## src/hdl/bde_pkg.sv

```systemverilog
package bde_pkg;

    localparam int MAX_POINTS = 64;
    localparam int K_W        = 7;
    localparam int COORD_W    = 32;
    localparam int SUM_W      = 40;
    localparam int DIV_CNT_W  = $clog2(SUM_W);

    typedef struct packed {
        logic signed [COORD_W-1:0] point_x;
        logic signed [COORD_W-1:0] point_y;
    } t_point;

    typedef struct packed {
        logic signed [COORD_W-1:0] out_x;
        logic signed [COORD_W-1:0] out_y;
        logic                      end_of_curve;
    } t_result;

    typedef enum logic [2:0] {
        ST_IDLE,
        ST_MUL_A,
        ST_MUL_B,
        ST_START,
        ST_DIV,
        ST_PUT1,
        ST_PUT2
    } t_state;

endpackage

```

## src/hdl/bde_div.sv

```systemverilog
module bde_div (
    input  logic                                 i_clk,
    input  logic                                 i_rst_n,
    input  logic                                 i_start,
    input  logic signed [bde_pkg::SUM_W-1:0]     i_dividend,
    input  logic        [bde_pkg::K_W-1:0]       i_divisor,
    output logic                                 o_done,
    output logic signed [bde_pkg::COORD_W-1:0]   o_quotient
);
    import bde_pkg::*;

    logic [SUM_W-1:0]     r_quo;
    logic [K_W-1:0]       r_rem;
    logic [K_W-1:0]       r_den;
    logic [DIV_CNT_W-1:0] r_cnt;
    logic                 r_busy;
    logic                 r_neg;
    logic                 r_done;

    logic [K_W:0]         rem_sh;
    logic [K_W:0]         rem_sub;
    logic                 ge;
    logic [SUM_W-1:0]     mag;
    logic [COORD_W-1:0]   q_mag;

    assign mag     = i_dividend[SUM_W-1] ? (~i_dividend + 1'b1) : i_dividend;
    assign rem_sh  = {r_rem, r_quo[SUM_W-1]};
    assign ge      = (rem_sh >= {1'b0, r_den});
    assign rem_sub = rem_sh - {1'b0, r_den};
    assign q_mag   = r_quo[COORD_W-1:0];

    always_ff @(posedge i_clk) begin
        if (!i_rst_n) begin
            r_busy <= 1'b0;
            r_done <= 1'b0;
            r_cnt  <= '0;
        end else begin
            r_done <= 1'b0;
            if (i_start) begin
                r_busy <= 1'b1;
                r_cnt  <= '0;
            end else if (r_busy) begin
                r_cnt <= r_cnt + 1'b1;
                if (r_cnt == DIV_CNT_W'(SUM_W - 1)) begin
                    r_busy <= 1'b0;
                    r_done <= 1'b1;
                end
            end
        end
    end

    always_ff @(posedge i_clk) begin
        if (i_start) begin
            r_quo <= mag;
            r_rem <= '0;
            r_den <= i_divisor;
            r_neg <= i_dividend[SUM_W-1];
        end else if (r_busy) begin
            r_quo <= {r_quo[SUM_W-2:0], ge};
            r_rem <= ge ? rem_sub[K_W-1:0] : rem_sh[K_W-1:0];
        end
    end

    assign o_done     = r_done;
    assign o_quotient = r_neg ? $signed(~q_mag + 1'b1) : $signed(q_mag);

endmodule

```

## src/hdl/bezier_degree_elevation.sv

```systemverilog
// Bezier degree elevation: control points enter one transaction at a time and the
// points of the curve raised by one degree leave on the output channel, the last
// one flagged end_of_curve. i_cfg_data sets the point count k (0 acts as 1, above
// 64 acts as 64); write it only while the block is idle. The first point of a
// curve passes straight through; every other point is divided by k in the
// 40-step restoring divider, shared in turn by x and y. The last point of a
// curve is then sent once more as a second result. A new point is taken while
// a result still waits on the output register.
module bezier_degree_elevation (
    input  logic                    i_clk,
    input  logic                    i_rst_n,
    input  logic                    i_in_valid,
    output logic                    o_in_stall,
    input  bde_pkg::t_point         i_in_data,
    output logic                    o_out_valid,
    input  logic                    i_out_stall,
    output bde_pkg::t_result        o_out_data,
    input  logic                    i_cfg_valid,
    output logic                    o_cfg_ready,
    input  logic [bde_pkg::K_W-1:0] i_cfg_data
);
    import bde_pkg::*;

    t_state                    r_state, n_state;
    logic [K_W-1:0]            r_point_count;
    logic [K_W-1:0]            r_idx;
    logic signed [COORD_W-1:0] r_prev_x, r_prev_y;
    t_point                    r_cur;
    logic [K_W-1:0]            r_i, r_k;
    logic                      r_last;
    logic                      r_coord;
    logic signed [SUM_W-1:0]   r_acc;
    logic signed [COORD_W-1:0] r_res_x, r_res_y;
    logic                      r_out_valid;
    t_result                   r_out;

    logic                      in_acc;
    logic                      out_free;
    logic                      out_load;
    t_result                   out_next;
    logic [K_W-1:0]            k_eff;
    logic [K_W-1:0]            i_eff;
    logic                      last_eff;
    logic [K_W-1:0]            w_cur;
    logic signed [COORD_W-1:0] op_a, op_b;
    logic signed [SUM_W-1:0]   prod_a, prod_b;
    logic                      div_start;
    logic                      div_done;
    logic signed [COORD_W-1:0] div_q;

    assign in_acc   = i_in_valid && !o_in_stall;
    assign out_free = !r_out_valid || !i_out_stall;

    always_comb begin
        if (r_point_count == '0) begin
            k_eff = K_W'(1);
        end else if (r_point_count > K_W'(MAX_POINTS)) begin
            k_eff = K_W'(MAX_POINTS);
        end else begin
            k_eff = r_point_count;
        end
    end

    assign i_eff    = (r_idx >= k_eff) ? '0 : r_idx;
    assign last_eff = ({1'b0, i_eff} + 1'b1) >= {1'b0, k_eff};

    assign w_cur  = r_k - r_i;
    assign op_a   = r_coord ? r_cur.point_y : r_cur.point_x;
    assign op_b   = r_coord ? r_prev_y : r_prev_x;
    assign prod_a = $signed({1'b0, w_cur}) * SUM_W'(op_a);
    assign prod_b = $signed({1'b0, r_i}) * SUM_W'(op_b);

    bde_div u_div (
        .i_clk      (i_clk),
        .i_rst_n    (i_rst_n),
        .i_start    (div_start),
        .i_dividend (r_acc),
        .i_divisor  (r_k),
        .o_done     (div_done),
        .o_quotient (div_q)
    );

    always_comb begin
        n_state = r_state;
        case (r_state)
            ST_IDLE: begin
                if (in_acc) begin
                    n_state = (i_eff == '0) ? ST_PUT1 : ST_MUL_A;
                end
            end
            ST_MUL_A: n_state = ST_MUL_B;
            ST_MUL_B: n_state = ST_START;
            ST_START: n_state = ST_DIV;
            ST_DIV: begin
                if (div_done) begin
                    n_state = r_coord ? ST_PUT1 : ST_MUL_A;
                end
            end
            ST_PUT1: begin
                if (out_free) begin
                    n_state = r_last ? ST_PUT2 : ST_IDLE;
                end
            end
            ST_PUT2: begin
                if (out_free) begin
                    n_state = ST_IDLE;
                end
            end
            default: n_state = ST_IDLE;
        endcase
    end

    always_comb begin
        o_in_stall = 1'b1;
        div_start  = 1'b0;
        out_load   = 1'b0;
        out_next   = '{out_x: r_res_x, out_y: r_res_y, end_of_curve: 1'b0};
        case (r_state)
            ST_IDLE:  o_in_stall = 1'b0;
            ST_START: div_start  = 1'b1;
            ST_PUT1:  out_load   = out_free;
            ST_PUT2: begin
                out_load = out_free;
                out_next = '{out_x: r_cur.point_x, out_y: r_cur.point_y,
                             end_of_curve: 1'b1};
            end
            default: ;
        endcase
    end

    always_ff @(posedge i_clk) begin
        if (!i_rst_n) begin
            r_state       <= ST_IDLE;
            r_point_count <= K_W'(4);
            r_idx         <= '0;
            r_prev_x      <= '0;
            r_prev_y      <= '0;
            r_coord       <= 1'b0;
            r_out_valid   <= 1'b0;
        end else begin
            r_state <= n_state;
            if (i_cfg_valid && o_cfg_ready) begin
                r_point_count <= i_cfg_data;
            end
            if (in_acc) begin
                r_idx   <= last_eff ? '0 : i_eff + 1'b1;
                r_coord <= 1'b0;
            end else if (r_state == ST_DIV && div_done) begin
                r_coord <= 1'b1;
            end
            if (r_state == ST_PUT1 && out_load) begin
                r_prev_x <= r_cur.point_x;
                r_prev_y <= r_cur.point_y;
            end
            if (out_load) begin
                r_out_valid <= 1'b1;
            end else if (!i_out_stall) begin
                r_out_valid <= 1'b0;
            end
        end
    end

    always_ff @(posedge i_clk) begin
        if (in_acc) begin
            r_cur  <= i_in_data;
            r_i    <= i_eff;
            r_k    <= k_eff;
            r_last <= last_eff;
            if (i_eff == '0) begin
                r_res_x <= i_in_data.point_x;
                r_res_y <= i_in_data.point_y;
            end
        end
        if (r_state == ST_MUL_A) begin
            r_acc <= prod_a;
        end else if (r_state == ST_MUL_B) begin
            r_acc <= r_acc + prod_b;
        end
        if (r_state == ST_DIV && div_done) begin
            if (r_coord) begin
                r_res_y <= div_q;
            end else begin
                r_res_x <= div_q;
            end
        end
        if (out_load) begin
            r_out <= out_next;
        end
    end

    assign o_cfg_ready = 1'b1;
    assign o_out_valid = r_out_valid;
    assign o_out_data  = r_out;

endmodule

```

## config.mk

```make
export PLATFORM = sky130hd
export DESIGN_NAME = bezier_degree_elevation
export DESIGN_NICKNAME = d
export VERILOG_FILES = /design/src/hdl/bde_pkg.sv /design/src/hdl/bde_div.sv /design/src/hdl/bezier_degree_elevation.sv
export SDC_FILE = /design/constraint.sdc
export NUM_CORES = 2
export LEC_CHECK = 0
export BUFFER_PORTS_ARGS = -buffer_cell sky130_fd_sc_hd__buf_2
export CORE_UTILIZATION = 40
export DETAILED_ROUTE_END_ITERATION = 8
export PLACE_DENSITY = 0.67
export REMOVE_ABC_BUFFERS = 1
export SKIP_LAST_GASP = 1
export SLEW_MARGIN = 20
export SYNTH_ARGS = -nofsm -noshare
export SYNTH_HDL_FRONTEND = slang
export SYNTH_HIERARCHICAL = 1
export SYNTH_SLANG_ARGS = --single-unit
```

## constraint.sdc

```tcl
create_clock -name i_clk -period 8.2 [get_ports i_clk]
set_input_delay 0 -clock i_clk [delete_from_list [all_inputs] [get_ports i_clk]]
set_output_delay 0 -clock i_clk [all_outputs]
set_load 0.05 [all_outputs]
```

### Word level (Yosys, flattened, before mapping)

Cells that the tools add are included.

| word-level totals | value |
|---|---|
| register bits after elaboration | 394 |
| latch bits | 0 |
| logic and storage cells | 110 |
| memory bits (writable) | 0 |
| bits of input ports | 76 |
| ROM bits | 0 |
| output and inout bits | 68 |
| memories | 0 |

| cells by class | value |
|---|---|
| shift operators | 0 |
| reductions and logical operators | 16 |
| multiplexer cells | 39 |
| multipliers | 2 |
| add/subtract/negate cells | 8 |
| equality and inequality tests | 12 |
| magnitude comparators | 4 |
| bitwise logic cells | 4 |
| div/mod/pow operators | 0 |

Operators with widths:

| operator | count |
|---|---|
| $mux W32 | 11 |
| $mux W40 | 5 |
| $mul A8 B32 Y40 | 2 |
| $mux W65 | 1 |
| $add A40 B1 Y40 const B | 1 |
| $add A40 B40 Y40 | 1 |
| $not A40 Y40 | 1 |
| $mux W7 | 5 |
| $add A32 B1 Y32 const B | 1 |
| $not A32 Y32 | 1 |
| $mux W3 | 7 |
| $pmux W3 S7 | 1 |
| $ge A8 B7 Y1 | 2 |
| $logic_not A7 Y1 | 2 |
| $sub A7 B7 Y7 | 2 |
| $eq A3 B3 Y1 const B | 3 |
| $mux W1 | 9 |
| $add A7 B1 Y8 const B | 1 |
| $add A7 B1 Y7 const B | 1 |
| $ge A7 B7 Y1 | 1 |
| $gt A7 B7 Y1 const B | 1 |
| $add A6 B1 Y6 const B | 1 |
| $eq A3 B2 Y1 const B | 2 |
| $eq A6 B6 Y1 const B | 1 |
| 12 further kinds | 22 |

### Longest topological paths before layout

| logic depth | value |
|---|---|
| depth after elaboration | 10 |
| mapped depth | 30 |
| depth with buffers taken out | 29 |

### Modules after synthesis

The synthesis kept the hierarchy.

By module, submodules not included:

| module | instances | sequential area each (sq um) | cells an instance | area each (sq um) |
|---|---|---|---|---|
| bezier_degree_elevation | 1 | 8,468.1 | 3,100 | 30,239.0 |
| bde_div | 1 | 1,741.7 | 481 | 4,381.7 |

### Worst setup path after synthesis

No wires, ideal clock.

| timing | value |
|---|---|
| path kind | flip-flop to flip-flop |
| start | register r_i[2] |
| end | register r_acc[38], data pin |
| setup time | 0.271 ns |
| data required time | 7.929 ns |
| buffers on the path | 2 |
| data arrival time | 6.091 ns |
| setup slack | 1.838 ns |
| period minus slack after synthesis | 6.362 ns |
| cell stages (with the launch flop) | 28 |
| cells stage by stage | edfxtp_1 inv_1 clkbuf_1 ha_1 a21o_1 a21oi_1 o21bai_1 a21oi_1 xnor2_1 clkbuf_1 nor2_1 ha_1 fa_1 fa_1 inv_1 fa_1 inv_1 ha_1 a21o_1 a21oi_1 o211ai_1 a311o_1 a41oi_2 o31ai_1 a311oi_1 a21oi_1 xnor2_1 mux2i_1 |

| on the way | value |
|---|---|
| word-level cells in the longest chain between the ends | 4 |
| elaborated cells on any way between the ends | 6 |
| classes of those cells | add/sub (2); mul (2); mux (2) |

Ends and longest elaborated chain:

| item | line | RTL |
|---|---|---|
| start, declared | bezier_degree_elevation.sv:29 | `logic [K_W-1:0] r_i, r_k;` |
| start signal, assigned | bezier_degree_elevation.sv:166 | `r_i <= i_eff;` |
| $mul A8 B32 Y40 | bezier_degree_elevation.sv:71 | `assign prod_b = $signed({1'b0, r_i}) * SUM_W'(op_b);` |
| $add A40 B40 Y40 | bezier_degree_elevation.sv:177 | `r_acc <= r_acc + prod_b;` |
| $mux W40 | bezier_degree_elevation.sv:176 | `end else if (r_state == ST_MUL_B) begin` |
| $mux W40 (*) | bezier_degree_elevation.sv:174 | `if (r_state == ST_MUL_A) begin` |
| end signal, assigned | bezier_degree_elevation.sv:175 | `r_acc <= prod_a;` |
| end signal, assigned | bezier_degree_elevation.sv:177 |  |
| end, declared | bezier_degree_elevation.sv:32 | `logic signed [SUM_W-1:0] r_acc;` |

Every way passes the cells marked *; elsewhere a longest branch is shown, timed or not. The select of a mux whose other input is x is not followed.
A chain may end at the register's enable or synchronous reset.

### Final worst setup path

| timing | value |
|---|---|
| start | register r_k[0] |
| end | register r_acc[38], data pin |

| on the way | value |
|---|---|
| word-level cells in the longest chain between the ends | 3 |

Ends and longest elaborated chain:

| item | line | RTL |
|---|---|---|
| start, declared | bezier_degree_elevation.sv:29 |  |
| start signal, assigned | bezier_degree_elevation.sv:167 | `r_k <= k_eff;` |
| $sub A7 B7 Y7 | bezier_degree_elevation.sv:67 | `assign w_cur = r_k - r_i;` |
| $mul A8 B32 Y40 | bezier_degree_elevation.sv:70 | `assign prod_a = $signed({1'b0, w_cur}) * SUM_W'(op_a);` |
| $mux W40 | bezier_degree_elevation.sv:174 |  |

No other way between the ends.

==> results.md <==
- In this run, synthesis inferred 232 flip-flops with an integrated enable.
- The width of the die is 296.2 um.
- The aggregate global-route resource usage is 21.42%.
- The delay of the slowest cell on the worst path is 0.49 ns.
- The first global-routing pass estimated 146.3 mm of wire.
- The clock passes through at most 3 buffers.
- The final antenna-violating net count is 0.
- The number of diodes added for antenna fixing is 0.
- The flow ran to the end, and the final reports show no timing, DRC or antenna violations.
- The total number of vias is 25.90k.
- The area of all sequential standard cells is 0.01021 mm2.
- The max-slew violation total from the final report is 0.
- The leftover overflow at the end of global routing is 0.
- Dividing the final minimum period by the clock period gives 90.83%.
- The reg-to-reg setup timing slack is 0.75 ns.
- The slowest stage of the critical path is the sky130_fd_sc_hd__fa_1 cell.
- In this run the post-CTS setup repair buffer count came out at 0.
- The growth of design area from synthesis to finish is 13.22%.
- The number of buffers and inverters on the critical path is 5.
- The library cells used most frequently in the layout, excluding fill and tap cells, are sky130_fd_sc_hd__inv_1, sky130_fd_sc_hd__nor2_1, sky130_fd_sc_hd__fa_1, sky130_fd_sc_hd__nand2_1, sky130_fd_sc_hd__edfxtp_1.
- The first element of the critical path is r_k[0].
- The count of maximum capacitance violations is 0.
- The type of element capturing the critical path is a flop.
- The number of I/O port buffers is 142.
- The share of synthesized area in the top cell type comes to 21.63%.
- The synthesized design spends more area on one cell type than any other, namely sky130_fd_sc_hd__fa_1.
- For this run, design rule violations remaining after detail routing come to 0.
- Along the worst path, the maximum fanout reaches 27.
- The most instantiated flip-flop cell in the synthesis netlist is sky130_fd_sc_hd__edfxtp_1.
- The worst hold path passes through 3 cells.
- Detailed placement ended at an HPWL of 70.34 mm.
- The floorplan step set the die height to 296.2 um.
- Setup violations remaining at the end of the flow were counted as 0.
- The maximum frequency from static timing analysis is 0.1343 GHz.
- The TritonCTS clock tree is yes.
- The worst register-to-register path ends at r_acc[38].
- The part of the Yosys area used for sequential elements is 29.49%.
- The mean instance size in the synthesized netlist is 9.668 um2.
- CTS built an H-tree with a depth of 2.
- The first-pass iteration count of the detailed router is 5.
- The synthesized design contains 394 register bits.
- Setup repair after global routing left no endpoint under its margin.
- The clock arrives with 0.05012 ns of skew.
- Summing all multi-input logic gate instances after layout gives 0.02196 mm2.
- The number of I/O pins is 144.
- In this run the critical register-to-register path is launched from r_k[0].
- The floorplan die area is 0.08773 mm2.
- The via count of the first global-routing pass is 26.47k.
- The core outline area is 0.08541 mm2.
- For the worst setup path, the data arrival time is 7.77 ns.
- The worst-case headroom to the max-slew limit is 28.57%.
- The effective utilization at floorplan is 40.53%.
- In this run the core area contains 107 standard-cell rows.
- The number of sinks on the clock net is 394.
- In this run the clock root is driven by a sky130_fd_sc_hd__clkbuf_16.
- The congestion estimate from routability-driven global placement came to 0.9476.
- After detailed routing, the total wire length is 91.79 mm.
- The first routing iteration left 1,755 violations.
- By area the synthesized netlist is led by sky130_fd_sc_hd__fa_1, sky130_fd_sc_hd__edfxtp_1, sky130_fd_sc_hd__dfxtp_1, sky130_fd_sc_hd__ha_1, sky130_fd_sc_hd__inv_1.
- The filler cell count is 8,218.
- The largest net degree at the start of global routing is 81.
- After detailed routing, the average wire length per cell comes to 18.57 um.
- Using the TritonRoute via totals, the vias-per-cell ratio works out to 5.238.
- The final critical-path required period is 7.448 ns.
- The initial antenna violation count is 3.
- The total clock buffers created by CTS is 47.
- The kind of cell with the highest combined delay along the critical path is compound AO/OA/AOI/OAI gates.
- After the last flow step, the layout net total stands at 4,408.
- The clock transition time at the flip-flop clock pins of the worst setup and hold paths is 0.06 ns.
- The area of the mapped netlist is 0.03462 mm2.
- The depth of the most critical reg-to-reg path is 28.
- The critical path class is reg2reg.
- During synthesis, Yosys emitted a total of 6 warnings.
- The async set-reset flop share out of synthesis is 0%.
- The critical path runs through a total of 28 cells.
- The later pin in the worst-skew pair is clocked with a latency of 0.63 ns.
- The endpoint required time on the critical path is 8.52 ns.
- In this run the worst setup path terminates at r_acc[38].
- The commonest non-fill, non-tap cell in the layout is sky130_fd_sc_hd__inv_1.
- Once the clock tree was built, the resizer swapped 0 gates to a different size.
- Of the cells placed in the final design, the portion with a size suffix greater than 1 is 11.08%.
- The transition time of the tightest slew-check pin is 1.042 ns.
- The synthesized instance count is 3,581.
- The final-report hold violation count is 0.
- Summed over all failing endpoints, the final setup total negative slack is 0 ns.
- In this run, post-CTS hold repair placed 80 buffers.
- The number of distinct standard cells referenced by the synthesized netlist is 85.
- The worst setup path is launched from a flop.
- At the end of the flow the core is filled with cells to 45.89%.
- The type of the tightest min-delay check is in2reg.
## how the worst min path moves through the flow
stage | slack [ns] | end | startpoint
finish | 0.08 | r_point_count[2] | i_rst_n
global route | 0.09 | r_cur[55] | i_in_data[55]
CTS | 0.07 | r_point_count[2] | i_rst_n
detailed placement | 0.19 | r_cur[31] | i_in_data[31]
global placement | 0.19 | r_cur[6] | i_in_data[6]
floorplan | 0.06 | r_point_count[2] | i_rst_n
## cells in the mapped netlist (19+ instances only)
master and n:
sky130_fd_sc_hd__mux2i_1 142, sky130_fd_sc_hd__ha_1 196, sky130_fd_sc_hd__nor2_1 412, sky130_fd_sc_hd__nand2b_1 71, sky130_fd_sc_hd__xnor2_1 94, sky130_fd_sc_hd__nor2b_1 87, sky130_fd_sc_hd__nand3_1 34, sky130_fd_sc_hd__fa_1 374
sky130_fd_sc_hd__a21o_1 52, sky130_fd_sc_hd__nand2_1 293, sky130_fd_sc_hd__edfxtp_1 232, sky130_fd_sc_hd__o21ai_0 123, sky130_fd_sc_hd__mux2_2 69, sky130_fd_sc_hd__a21oi_1 135, sky130_fd_sc_hd__a21boi_0 67, sky130_fd_sc_hd__nand4_1 22
sky130_fd_sc_hd__inv_1 510, sky130_fd_sc_hd__o31ai_1 26, sky130_fd_sc_hd__dfxtp_1 162, sky130_fd_sc_hd__nor3_1 21, sky130_fd_sc_hd__o21ai_1 19, sky130_fd_sc_hd__xor2_1 57, sky130_fd_sc_hd__clkbuf_1 130
## tightest hold or removal path: cells and delay by family
family / cells / cell delay, ns
buffers and inverters: 2 / 0.45
AND/OR/NAND/NOR: 1 / 0.15
## routing by layer
metal | routed length (um) | up-vias | track usage [%] | part of all wire, %
met5 | 0 | - | 0 | 0
met4 | 3088 | 0 | 7.141 | 3.4
met3 | 4966 | 163 | 2.900 | 5.4
met2 | 45300 | 703 | 37.15 | 49
met1 | 38440 | 12910 | 27.35 | 42
li1 | - | 12120 | - | -
## final cells by class
type / count / share of cell area [%]
multi-input cells: 2520 / 56.02
well taps: 1144 / 3.652
flip-flops and latches: 394 / 26.06
clock buffers: 59 / 3.297
clock inverters: 28 / 0.9257
repair buffers: 288 / 5.152
inverters: 511 / 4.896
## kinds of logic (layout without fill, tap and decap cells)
family | after synthesis | in the layout | synth area share [%]
compound gates | 552 | 552 | 10.65
xor+xnor | 151 | 151 | 3.820
fa+ha+maj | 570 | 570 | 28.71
buf+inv | 667 | 886 | 7.344
flops | 394 | 394 | 29.49
mux | 211 | 211 | 6.350
other cells | 1 | 1 | 0.01083
simple gates | 1035 | 1035 | 13.63
## stage by stage
| step | cells | setup slack [ns] | area, um2 | hold slack [ns] |
|---|---|---|---|---|
| 6_report | 4944 | 0.7517 | 39200 | 0.08389 |
| 5_1_grt | 4944 | 0.3780 | 39200 | 0.09080 |
| 4_1_cts | 4944 | 0.8410 | 39200 | 0.06769 |
| 3_5_place_dp | 4777 | 0.8592 | 36740 | 0.1942 |
| 3_3_place_gp | 4777 | 0.9682 | 36740 | 0.1933 |
| 2_1_floorplan | 3425 | 0.4722 | 34000 | 0.06194 |
## sequential cells by signal, summed over array words and instances, names as in the netlist, 3 cells and up
| name | count |
|---|---|
| r_i | 7 |
| u_div/r_cnt | 6 |
| r_res_y | 32 |
| r_cur | 64 |
| r_state | 3 |
| r_res_x | 32 |
| r_point_count | 7 |
| r_prev_x | 32 |
| r_acc | 40 |
| r_idx | 7 |
| u_div/r_rem | 7 |
| o_out_data | 65 |
| r_prev_y | 32 |
| u_div/r_quo | 40 |
| u_div/r_den | 7 |
| r_k | 7 |
Power is left out: the tool's default activity adds up to more than one toggle a clock period on the data nets, which glitch-free logic cannot reach.
